===== src/rtl/core/pts_pkg.sv =====
package pts_pkg;

    localparam int NUM_PRIORITIES = 32;
    localparam int DELAY_WIDTH    = 32;
    localparam int SLOT_W         = $clog2(NUM_PRIORITIES);
    localparam int LOCK_W         = 8;
    localparam logic [LOCK_W-1:0] LOCK_MAX = 8'd255;

    typedef enum logic [2:0] {
        K_TICK   = 3'd0,
        K_DELAY  = 3'd1,
        K_READY  = 3'd2,
        K_LOCK   = 3'd3,
        K_UNLOCK = 3'd4
    } kind_t;

    typedef enum logic [2:0] {
        S_IDLE,
        S_APPLY,
        S_SCAN,
        S_FINISH,
        S_OUT
    } state_t;

    // broadcast from the controller to every cell
    typedef struct packed {
        logic                   tick;
        logic                   park;
        logic                   wake;
        logic [SLOT_W-1:0]      target;
        logic [DELAY_WIDTH-1:0] delay;
    } cell_ctrl_t;

    // priority search token passed down the chain
    typedef struct packed {
        logic              found;
        logic [SLOT_W-1:0] idx;
    } scan_t;

endpackage


===== src/rtl/core/pts_req_if.sv =====
interface pts_req_if;
    logic        valid;
    logic        ready;
    logic [2:0]  kind;
    logic [4:0]  task_index;
    logic [31:0] delay_ticks;

    modport source (output valid, output kind, output task_index, output delay_ticks,
                    input ready);
    modport sink   (input valid, input kind, input task_index, input delay_ticks,
                    output ready);
endinterface


===== src/rtl/core/pts_rsp_if.sv =====
interface pts_rsp_if;
    logic       valid;
    logic       ready;
    logic       any_ready;
    logic [4:0] chosen_task;
    logic       switch_request;
    logic [4:0] running_task;
    logic [7:0] lock_depth;

    modport source (output valid, output any_ready, output chosen_task,
                    output switch_request, output running_task, output lock_depth,
                    input ready);
    modport sink   (input valid, input any_ready, input chosen_task,
                    input switch_request, input running_task, input lock_depth,
                    output ready);
endinterface


===== src/rtl/core/priority_task_scheduler_with_delays_top.sv =====
// Priority task scheduler with tick delays, one task per priority slot
// (slot 0 is the highest priority).
//
// Channels: req carries one event (kind, task_index, delay_ticks); rsp
// returns one status per event (any_ready, chosen_task, switch_request,
// running_task, lock_depth). Both use valid/ready; a request moves on a
// clock edge where both are high.
//
// Each slot lives in a cell holding its ready bit, waiting bit and delay
// counter. An event is applied to all cells at once in the apply state
// (ticks count every waiting cell down in parallel), then a search token
// ripples down the chain of cells, one cell per cycle, to find the lowest
// ready slot. A request passes the apply state, the scan states and the
// finish state, where the decision is registered; the result is then held
// in the out state. One request at a time: a new request is taken only in
// the idle state, after the result has been taken.
//
// Reset: ready and waiting sets cleared, running task 0, lock count 0;
// delay counters hold garbage until a delay loads them.
// Stall: the result is held in registers until rsp.ready; req.ready stays
// low until the result has been taken.
module priority_task_scheduler_with_delays_top (
    input  logic       clk,
    input  logic       rst_n,
    pts_req_if.sink    req,
    pts_rsp_if.source  rsp
);
    import pts_pkg::*;

    cell_ctrl_t ctrl;
    // chain[i] feeds cell i; chain[NUM_PRIORITIES] is the search result
    scan_t      chain [NUM_PRIORITIES+1];

    assign chain[0] = '0;

    pts_ctrl u_ctrl (
        .clk      (clk),
        .rst_n    (rst_n),
        .req      (req),
        .rsp      (rsp),
        .ctrl     (ctrl),
        .scan_res (chain[NUM_PRIORITIES])
    );

    for (genvar i = 0; i < NUM_PRIORITIES; i++)
    begin : g_cell
        pts_cell u_cell (
            .clk      (clk),
            .rst_n    (rst_n),
            .slot_id  (SLOT_W'(i)),
            .ctrl     (ctrl),
            .scan_in  (chain[i]),
            .scan_out (chain[i+1])
        );
    end

endmodule


===== src/rtl/core/pts_cell.sv =====
module pts_cell (
    input  logic                      clk,
    input  logic                      rst_n,
    input  logic [pts_pkg::SLOT_W-1:0] slot_id,
    input  pts_pkg::cell_ctrl_t       ctrl,
    input  pts_pkg::scan_t            scan_in,
    output pts_pkg::scan_t            scan_out
);
    import pts_pkg::*;

    logic                   ready_reg, ready_next;
    logic                   wait_reg, wait_next;
    logic [DELAY_WIDTH-1:0] cnt_reg, cnt_next;
    scan_t                  scan_reg, scan_next;
    logic                   hit;

    assign hit = (ctrl.target == slot_id);

    always_comb
    begin
        ready_next = ready_reg;
        wait_next  = wait_reg;
        cnt_next   = cnt_reg;
        if (ctrl.tick && wait_reg)
        begin
            cnt_next = cnt_reg - 1'b1;
            if (cnt_reg == DELAY_WIDTH'(1))
            begin
                wait_next  = 1'b0;
                ready_next = 1'b1;
            end
        end
        if (ctrl.park && hit)
        begin
            cnt_next   = ctrl.delay;
            wait_next  = 1'b1;
            ready_next = 1'b0;
        end
        if (ctrl.wake && hit)
        begin
            ready_next = 1'b1;
        end
        // lowest ready slot wins: keep an upstream hit
        scan_next.found = scan_in.found | ready_reg;
        scan_next.idx   = scan_in.found ? scan_in.idx : slot_id;
    end

    always_ff @(posedge clk or negedge rst_n)
    begin
        if (!rst_n)
        begin
            ready_reg <= 1'b0;
            wait_reg  <= 1'b0;
            scan_reg  <= '0;
        end
        else
        begin
            ready_reg <= ready_next;
            wait_reg  <= wait_next;
            scan_reg  <= scan_next;
        end
    end

    always_ff @(posedge clk)
    begin
        cnt_reg <= cnt_next;
    end

    assign scan_out = scan_reg;

endmodule


===== src/rtl/core/pts_ctrl.sv =====
module pts_ctrl (
    input  logic                clk,
    input  logic                rst_n,
    pts_req_if.sink             req,
    pts_rsp_if.source           rsp,
    output pts_pkg::cell_ctrl_t ctrl,
    input  pts_pkg::scan_t      scan_res
);
    import pts_pkg::*;

    localparam int CNT_W = $clog2(NUM_PRIORITIES);
    localparam logic [CNT_W-1:0] CNT_LAST = CNT_W'(NUM_PRIORITIES - 1);

    state_t                 state_reg, state_next;
    logic [LOCK_W-1:0]      lock_reg, lock_next;
    logic [SLOT_W-1:0]      current_reg, current_next;
    logic                   sched_reg, sched_next;
    logic [CNT_W-1:0]       cnt_reg, cnt_next;

    logic [2:0]             kind_reg;
    logic [4:0]             idx_reg;
    logic [DELAY_WIDTH-1:0] dly_reg;

    logic                   any_reg;
    logic [4:0]             chosen_reg;
    logic                   sw_reg;
    logic                   sw;

    // next state
    always_comb
    begin
        state_next = state_reg;
        case (state_reg)
            S_IDLE:   if (req.valid) state_next = S_APPLY;
            S_APPLY:  state_next = S_SCAN;
            S_SCAN:   if (cnt_reg == CNT_LAST) state_next = S_FINISH;
            S_FINISH: state_next = S_OUT;
            S_OUT:    if (rsp.ready) state_next = S_IDLE;
            default:  state_next = S_IDLE;
        endcase
    end

    // outputs
    always_comb
    begin
        req.ready   = (state_reg == S_IDLE);
        rsp.valid   = (state_reg == S_OUT);
        ctrl.tick   = 1'b0;
        ctrl.park   = 1'b0;
        ctrl.wake   = 1'b0;
        ctrl.target = current_reg;
        ctrl.delay  = (dly_reg == '0) ? DELAY_WIDTH'(1) : dly_reg;
        if (state_reg == S_APPLY)
        begin
            case (kind_reg)
                K_TICK:  ctrl.tick = 1'b1;
                K_DELAY: ctrl.park = 1'b1;
                K_READY:
                begin
                    ctrl.target = SLOT_W'(idx_reg);
                    ctrl.wake   = (32'(idx_reg) < NUM_PRIORITIES);
                end
                default: ;
            endcase
        end
    end

    assign sw = sched_reg && (lock_reg == '0) && scan_res.found &&
                (scan_res.idx != current_reg);

    // lock, schedule flag, scan counter, running task
    always_comb
    begin
        lock_next    = lock_reg;
        sched_next   = sched_reg;
        cnt_next     = cnt_reg;
        current_next = current_reg;
        case (state_reg)
            S_APPLY:
            begin
                cnt_next   = '0;
                sched_next = 1'b0;
                case (kind_reg)
                    K_TICK, K_DELAY: sched_next = 1'b1;
                    K_LOCK:
                        if (lock_reg != LOCK_MAX) lock_next = lock_reg + 1'b1;
                    K_UNLOCK:
                        if (lock_reg != '0)
                        begin
                            lock_next  = lock_reg - 1'b1;
                            sched_next = (lock_reg == LOCK_W'(1));
                        end
                    default: ;
                endcase
            end
            S_SCAN:   cnt_next = cnt_reg + 1'b1;
            S_FINISH: if (sw) current_next = scan_res.idx;
            default: ;
        endcase
    end

    always_ff @(posedge clk or negedge rst_n)
    begin
        if (!rst_n)
        begin
            state_reg   <= S_IDLE;
            lock_reg    <= '0;
            current_reg <= '0;
            sched_reg   <= 1'b0;
            cnt_reg     <= '0;
        end
        else
        begin
            state_reg   <= state_next;
            lock_reg    <= lock_next;
            current_reg <= current_next;
            sched_reg   <= sched_next;
            cnt_reg     <= cnt_next;
        end
    end

    always_ff @(posedge clk)
    begin
        if (req.valid && req.ready)
        begin
            kind_reg <= req.kind;
            idx_reg  <= req.task_index;
            dly_reg  <= req.delay_ticks[DELAY_WIDTH-1:0];
        end
        if (state_reg == S_FINISH)
        begin
            any_reg    <= scan_res.found;
            chosen_reg <= scan_res.found ? 5'(scan_res.idx) : 5'd0;
            sw_reg     <= sw;
        end
    end

    assign rsp.any_ready      = any_reg;
    assign rsp.chosen_task    = chosen_reg;
    assign rsp.switch_request = sw_reg;
    assign rsp.running_task   = 5'(current_reg);
    assign rsp.lock_depth     = lock_reg;

    // one request in flight: never take a new one while a result is held
    a_no_overlap: assert property (@(posedge clk) disable iff (!rst_n)
        !(req.ready && rsp.valid))
        else $error("request accepted while result pending");

    // a switch always lands on the reported pick
    a_switch_pick: assert property (@(posedge clk) disable iff (!rst_n)
        (rsp.valid && rsp.switch_request) |->
            (rsp.any_ready && rsp.running_task == rsp.chosen_task &&
             rsp.lock_depth == '0))
        else $error("switch does not match chosen task");

    // lock count moves only while applying a request
    a_lock_apply: assert property (@(posedge clk) disable iff (!rst_n)
        (lock_reg != $past(lock_reg)) |-> ($past(state_reg) == S_APPLY))
        else $error("lock count changed outside apply");

    // running task changes only on a granted switch
    a_current_sw: assert property (@(posedge clk) disable iff (!rst_n)
        (current_reg != $past(current_reg)) |-> (rsp.valid && rsp.switch_request))
        else $error("running task changed without switch");

endmodule


===== src/flat_wrapper.sv =====
// flat-port wrapper written by rule: the top's interface ports become plain ports
module priority_task_scheduler_with_delays_top_flat import pts_pkg::*;
  (clk, rst_n, req_valid, req_kind, req_task_index, req_delay_ticks, req_ready, rsp_valid, rsp_any_ready, rsp_chosen_task, rsp_switch_request, rsp_running_task, rsp_lock_depth, rsp_ready);
  pts_req_if req_i ();
  pts_rsp_if rsp_i ();
  input  logic clk;
  input  logic rst_n;
  input wire logic [$bits(req_i.valid)-1:0] req_valid;
  input wire logic [$bits(req_i.kind)-1:0] req_kind;
  input wire logic [$bits(req_i.task_index)-1:0] req_task_index;
  input wire logic [$bits(req_i.delay_ticks)-1:0] req_delay_ticks;
  output wire logic [$bits(req_i.ready)-1:0] req_ready;
  output wire logic [$bits(rsp_i.valid)-1:0] rsp_valid;
  output wire logic [$bits(rsp_i.any_ready)-1:0] rsp_any_ready;
  output wire logic [$bits(rsp_i.chosen_task)-1:0] rsp_chosen_task;
  output wire logic [$bits(rsp_i.switch_request)-1:0] rsp_switch_request;
  output wire logic [$bits(rsp_i.running_task)-1:0] rsp_running_task;
  output wire logic [$bits(rsp_i.lock_depth)-1:0] rsp_lock_depth;
  input wire logic [$bits(rsp_i.ready)-1:0] rsp_ready;
  assign req_i.valid = req_valid;
  assign req_i.kind = req_kind;
  assign req_i.task_index = req_task_index;
  assign req_i.delay_ticks = req_delay_ticks;
  assign req_ready = req_i.ready;
  assign rsp_valid = rsp_i.valid;
  assign rsp_any_ready = rsp_i.any_ready;
  assign rsp_chosen_task = rsp_i.chosen_task;
  assign rsp_switch_request = rsp_i.switch_request;
  assign rsp_running_task = rsp_i.running_task;
  assign rsp_lock_depth = rsp_i.lock_depth;
  assign rsp_i.ready = rsp_ready;
  priority_task_scheduler_with_delays_top u_core (.clk(clk), .rst_n(rst_n), .req(req_i), .rsp(rsp_i));
endmodule

===== config.mk =====
export PLATFORM = sky130hd
export DESIGN_NAME = priority_task_scheduler_with_delays_top_flat
export DESIGN_NICKNAME = d
export VERILOG_FILES = /design/src/rtl/core/pts_pkg.sv /design/src/rtl/core/pts_req_if.sv /design/src/rtl/core/pts_rsp_if.sv /design/src/rtl/core/priority_task_scheduler_with_delays_top.sv /design/src/rtl/core/pts_cell.sv /design/src/rtl/core/pts_ctrl.sv /design/src/flat_wrapper.sv
export SDC_FILE = /design/constraint.sdc
export NUM_CORES = 2
export LEC_CHECK = 0
export BUFFER_PORTS_ARGS = -buffer_cell sky130_fd_sc_hd__clkbuf_2
export CAP_MARGIN = 0
export CORE_ASPECT_RATIO = 1.5
export CORE_MARGIN = 1
export CORE_UTILIZATION = 50
export CTS_CLUSTER_SIZE = 14
export DETAILED_ROUTE_END_ITERATION = 12
export PLACE_DENSITY = 0.68
export RECOVER_POWER = 100
export SLEW_MARGIN = 0
export SYNTH_ARGS = -nofsm -noshare
export SYNTH_HDL_FRONTEND = slang
export SYNTH_SLANG_ARGS = --single-unit

===== constraint.sdc =====
create_clock -name clk -period 5.7 [get_ports clk]
set_clock_uncertainty 0.2 [all_clocks]
set_input_delay 1.14 -clock clk [delete_from_list [all_inputs] [get_ports clk]]
set_output_delay 1.14 -clock clk [all_outputs]
set_load 0.1 [all_outputs]

## Word-level counts from Yosys, hierarchy flattened

Cells that the tools add are included.

- Add/sub/neg operators: 35
- Multiply operators: 0
- Div/mod/pow operators: 0
- $lt $le $gt $ge: 0
- Eq/ne operators: 80
- Shift-type cells: 0
- Mux-type cells: 334
- Bitwise gates (word level): 31
- Reduce and logical (&&, ||, !) cells: 304

Operators with widths:

| cell | count |
|---|---|
| $mux W32 | 65 |
| $eq A32 B1 Y1 const B | 32 |
| $sub A32 B1 Y32 const B | 32 |
| $mux W1 | 228 |
| $reduce_bool A3 Y1 | 64 |
| $mux W5 | 29 |
| $reduce_bool A2 Y1 | 66 |
| $reduce_and A2 Y1 | 65 |
| $logic_and A1 B1 Y1 | 100 |
| $eq A5 B5 Y1 const B | 17 |
| $eq A5 B4 Y1 const B | 8 |
| $logic_not A32 Y1 | 1 |
| $or A1 B1 Y1 | 31 |
| $mux W8 | 3 |
| $eq A5 B3 Y1 const B | 4 |
| $pmux W8 S2 | 1 |
| $pmux W3 S5 | 1 |
| $eq A3 B2 Y1 const B | 4 |
| $eq A5 B2 Y1 const B | 2 |
| $pmux W5 S2 | 1 |
| $mux W3 | 3 |
| $add A8 B1 Y8 const B | 1 |
| $eq A8 B1 Y1 const B | 1 |
| $logic_not A8 Y1 | 1 |
| other kinds (18) | 24 |

- Register bits: 1,340
- Bits in latches: 0
- RAM bits: 0
- Bits in read-only memories: 0
- Output and inout port bits: 22
- Memories kept: 0

## Logic depth before layout (Yosys ltp)

- Depth after elaboration: 7
- Gate-level depth with buffers: 11
- Gate-level depth less buffers: 8

## Hierarchy

Synthesis repeated with hierarchy kept, for this count alone.

- Cell total of the unflattened synthesis: 7,249
- Area, all modules: 77,476.8 µm²

By module, submodules not included:

| module | times used | cells an instance | area each (µm²) | sequential area each (µm²) |
|---|---|---|---|---|
| pts_cell at u_core.g_cell[0].u_cell ... | 17 | 217 | 2,290.9 | 1,161.1 |
| pts_cell at u_core.g_cell[25].u_cell ... | 15 | 221 | 2,359.8 | 1,161.1 |
| pts_ctrl | 1 | 243 | 3,126.7 | 1,961.9 |
| priority_task_scheduler_with_delays_top | 1 | 2 | 7.5 | 0.0 |

## Worst setup path before layout

OpenSTA, ideal clock, no wires.

- Path type: flip-flop to flip-flop
- From: register u_core.u_ctrl.current_reg[0], in the netlist u_core.u_ctrl.rsp.running_task[0]
- To: register u_core.g_cell[1].u_cell.cnt_reg[0] (enable)
- Data arrival time: 3.999 ns
- Required time: 5.034 ns
- Setup slack: 1.035 ns
- Cell stages (with the launch flop): 6
- Path buffers: 1
- Clock period less this slack: 4.665 ns
- Path through: dfrtp_1 > clkbuf_1 > nand2b_1 > nor2_1 > mux2i_1 > o21ai_0

- Cells in the longest elaborated chain, start to end: 5

RTL lines:

| item | RTL line | RTL |
|---|---|---|
| start: declaration | pts_ctrl.sv:16 | `logic [SLOT_W-1:0] current_reg, current_next;` |
| start signal: assignment | pts_ctrl.sv:116 | `current_reg <= current_next;` |
| $mux W6 | pts_ctrl.sv:55 | `case (kind_reg)` |
| $mux W8 (*) | pts_ctrl.sv:53 | `if (state_reg == S_APPLY)` |
| $eq A5 B1 Y1 (*) | pts_cell.sv:17 | `assign hit = (ctrl.target == slot_id);` |
| $logic_and A1 B1 Y1 (*) | pts_cell.sv:33 | `if (ctrl.park && hit)` |
| $reduce_bool A2 Y1 (no source line) (*) | - |  |
| end signal: assignment | pts_cell.sv:66 | `cnt_reg <= cnt_next;` |
| end: declaration | pts_cell.sv:13 | `logic [DELAY_WIDTH-1:0] cnt_reg, cnt_next;` |

Every way passes the cells marked *; elsewhere a longest branch is shown, timed or not.
A chain may end at the register's enable or synchronous reset.

## Worst setup path in the final report

- From: register u_core.u_ctrl.state_reg[0]
- To: register u_core.g_cell[27].u_cell.cnt_reg[14] (enable)

- Cells in the longest elaborated chain, start to end: 5
- Elaborated cells on any way between the ends: 6
- Classes of those cells: 2 x eq/ne; 1 x mux; 3 x reduce/logical

RTL lines:

| item | RTL line | RTL |
|---|---|---|
| start: declaration | pts_ctrl.sv:14 | `state_t state_reg, state_next;` |
| start signal: assignment | pts_ctrl.sv:114 | `state_reg <= state_next;` |
| $eq A3 B1 Y1 (*) | pts_ctrl.sv:53 |  |
| $mux W8 (*) | pts_ctrl.sv:53 |  |
| $eq A5 B5 Y1 | pts_cell.sv:17 |  |
| $logic_and A1 B1 Y1 | pts_cell.sv:33 |  |
| $reduce_bool A2 Y1 (no source line) (*) | - |  |
| end signal: assignment | pts_cell.sv:66 |  |
| end: declaration | pts_cell.sv:13 |  |

Marked as above.

==> qor.yml <==
outcome:
  outcome: "complete, but fails checks"
  violations: "capacitance limit, slew limit"
detailed_routing:
  dr.pass1.iters: 8
  ant_nets: 0
  wl_per_cell_um: 22.1
  finalWirelength_um: 200000
  dr.first_iter.drc_count: 5512
  vias_per_cell: 5.88
  post-route-drc-count: 0
  vias: 53083
synthesis:
  syn-num-nets: 7226
  yosys-top-cells-count: "edfxtp_1 (1071), nor2_1 (942), nand2_1 (736), xnor2_1 (649), a21oi_1 (530)"
  ys_types: 68
  synthCells: 7112
  ys_seq_area_share_pct: 54.1
  synth.area.top_cells: "edfxtp_1 (45%), dfrtp_1 (8.7%), xnor2_1 (8.0%)"
  synth_top_cell_by_area: "edfxtp_1"
  synth-edff-count: 1071
  syn_area_mm2: 0.0708
  yosysTopAreaCellShare_pct: 45.4
  synth.avg_cell_area_um2: 9.96
  ys_ff_latch: 1318
  yosys_warnings: 0
  synth.most_common_cell: "edfxtp_1"
  yosys_most_used_dff: "edfxtp_1"
  async_flop_share_pct: 18.7
finish:
  areaGrowthSynthToFinish_pct: 9.02
  fin_cells: 9027
  nets: 7162
  drive_above_1_share_pct: 6.68
  post-route-util_pct: 55.1
  largest_reg_flops: 1024
setup_path:
  path_class: "flip-flop to flip-flop"
  start_kind: "flip-flop"
  arrival_ps: 5110
  path_max_fanout: 26
  worst_setup_path_end_kind: "flip-flop"
  required_ps: 5930
power_and_ir_drop:
  p_sw_mw: 6.50
  pwr-share-clk_pct: 38.8
  share_comb_of_total_power_pct: 11.8
  leakagePower_nw: 25.9
  p_int_mw: 16.2
  p_per_area_mw_per_mm2: 294
  ir_drop_mv: 0.333
  seqPwrFrac_pct: 49.4
  switching_share_pct: 28.7
  power_mw: 22.7
clock_network:
  path_clk_slew_ps: 60
  clockBufferDepth: 3
  cts_resized: 0
  root_buffer: "clkbuf_16"
  hold_buffers: 0
  cts_tree: "yes"
  h-tree-depth: 4
  cts.sinks: 1318
  cts_buffers: 132
  postCtsSetupBuffers: 0
  insertion_delay_ps: 790
sta:
  period_share_pct: 85.5
  setup_tns_ps: 0
  worstMarginPinSlew_ps: 3370
  fin_crit_ps: 4870
  final_max_slew_viol_count: 261
  rsz0062_at_grt: "false"
  hold_viol: 0
  fmax_ghz: 0.205
  hold_ws_ps: 213
  slew_headroom_pct: -125
  setup_violations: 0
floorplan:
  core_mm2: 0.140
  pin_count: 66
  start_util_pct: 50.5
  chipHeight_um: 463
  row_count: 168
  dieArea_mm2: 0.143
  die_x_um: 309
place:
  portBuffers: 65
  place_inst: 8784
  place_congestion: 0.874
  dpl.hpwl_um: 117000
global_routing:
  antenna_found_initial: 8
  grt_pass1_wl_um: 302000
  grt_usage_pct: 27.7
  grt_overflow: 0
  grt_max_degree: 111
  grt_pass1_vias: 50960
min_path:
  hp-class: "flip-flop to flip-flop"
run:
  max-cap-violations: 4
routing by layer:
layer  global-route usage, %  wire, um  part of all wire, %  vias to the layer above
li1                        -         -                    -                    25110
met2                    45.6     94900                   47                     1844
met1                    36.1     80300                   40                    25661
met3                    4.08     15100                  7.6                      464
met4                    12.1      9470                  4.7                        4
met5                       0        34                0.017                        -
through the flow:
stage,instance area [um^2],setup slack [ps]
floorplan,70800,1040
global placement,73200,1510
detailed placement,73200,1470
CTS,77500,1430
global route,77200,615
finish,77200,825
kinds of logic after synthesis:
family | share of synthesized area [%]
adder cells (fa/ha/maj) | 1.24
flip-flops | 54.1
buffers and inverters | 2.75
XOR/XNOR | 11.1
multiplexers | 0.562
AO/OA/AOI/OAI | 9.17
AND/OR/NAND/NOR | 21.0
placed cells by master (no fill, tap or decap), types with 20 or more instances in the layout:
| cell | synthesis | layout |
|---|---|---|
| nor3b_1 | 22 | 22 |
| ha_1 | 70 | 70 |
| and2_0 | 1 | 40 |
| nor3_1 | 357 | 356 |
| a21oi_1 | 530 | 527 |
| and2_1 | 66 | 26 |
| nand4_1 | 45 | 45 |
| xor2_1 | 250 | 250 |
| clkbuf_2 | 15 | 73 |
| dfrtp_1 | 247 | 247 |
| or3_1 | 139 | 138 |
| buf_4 | 0 | 84 |
| or2_2 | 59 | 59 |
| a31oi_1 | 45 | 45 |
| edfxtp_1 | 1071 | 1071 |
| clkinv_2 | 0 | 21 |
| clkbuf_16 | 0 | 137 |
| nand3_1 | 110 | 110 |
| a21o_1 | 38 | 36 |
| nand3b_1 | 34 | 34 |
| o21ai_0 | 490 | 489 |
| mux2_2 | 21 | 20 |
| xnor2_1 | 649 | 649 |
| nor2_1 | 942 | 937 |
| or4_1 | 124 | 124 |
| nand2b_1 | 118 | 118 |
| inv_1 | 101 | 101 |
| o31ai_1 | 46 | 46 |
| nor4_1 | 223 | 222 |
| clkbuf_1 | 322 | 78 |
| nand2_1 | 736 | 734 |
worst max-delay path, stage by stage, from the launching register on:
cell      delay, ps
dfrtp_1         630
nor4b_1         960
clkbuf_1        250
and2_0         1180
clkbuf_1        500
a21o_1          380
buf_4           400
power groups by stage:
stage | combinational (mW) | sequential, mW | clock [mW]
floorplan | 1.07 | 11.4 | 0
global placement | 2.66 | 11.4 | 0
detailed placement | 2.69 | 11.4 | 0
CTS | 2.69 | 11.2 | 8.92
global route | 2.71 | 11.2 | 9.26
finish | 2.68 | 11.2 | 8.79
cell type report:
cell class                 count  area, um^2
timing repair buffer         207        1200
antenna                        2        5.00
inverter                     101         379
sequential                  1318       38300
fill                       12096       63000
tap                         1870        2340
multi-input combinational   5288       30700
clock inverter                59         542
clock buffer                 182        3750
worst paths after layout:
kind | from | endpoint | slack, ps | depth (start not counted)
max in group asynchronous | rst_n | u_core.g_cell[10].u_cell.scan_out[2] | 1370 | 2
max | u_core.u_ctrl.state_reg[0] | u_core.g_cell[27].u_cell.cnt_reg[14] | 830 | 6
min | u_core.g_cell[23].u_cell.scan_out[3] | u_core.g_cell[24].u_cell.scan_out[3] | 210 | 1
min in group asynchronous | rst_n | u_core.g_cell[2].u_cell.wait_reg | 1040 | 1
min reg2reg | u_core.g_cell[23].u_cell.scan_out[3] | u_core.g_cell[24].u_cell.scan_out[3] | 210 | 1
max reg2reg | u_core.u_ctrl.state_reg[0] | u_core.g_cell[27].u_cell.cnt_reg[14] | 830 | 6
No activity file was read; power rests on OpenSTA's default activity.
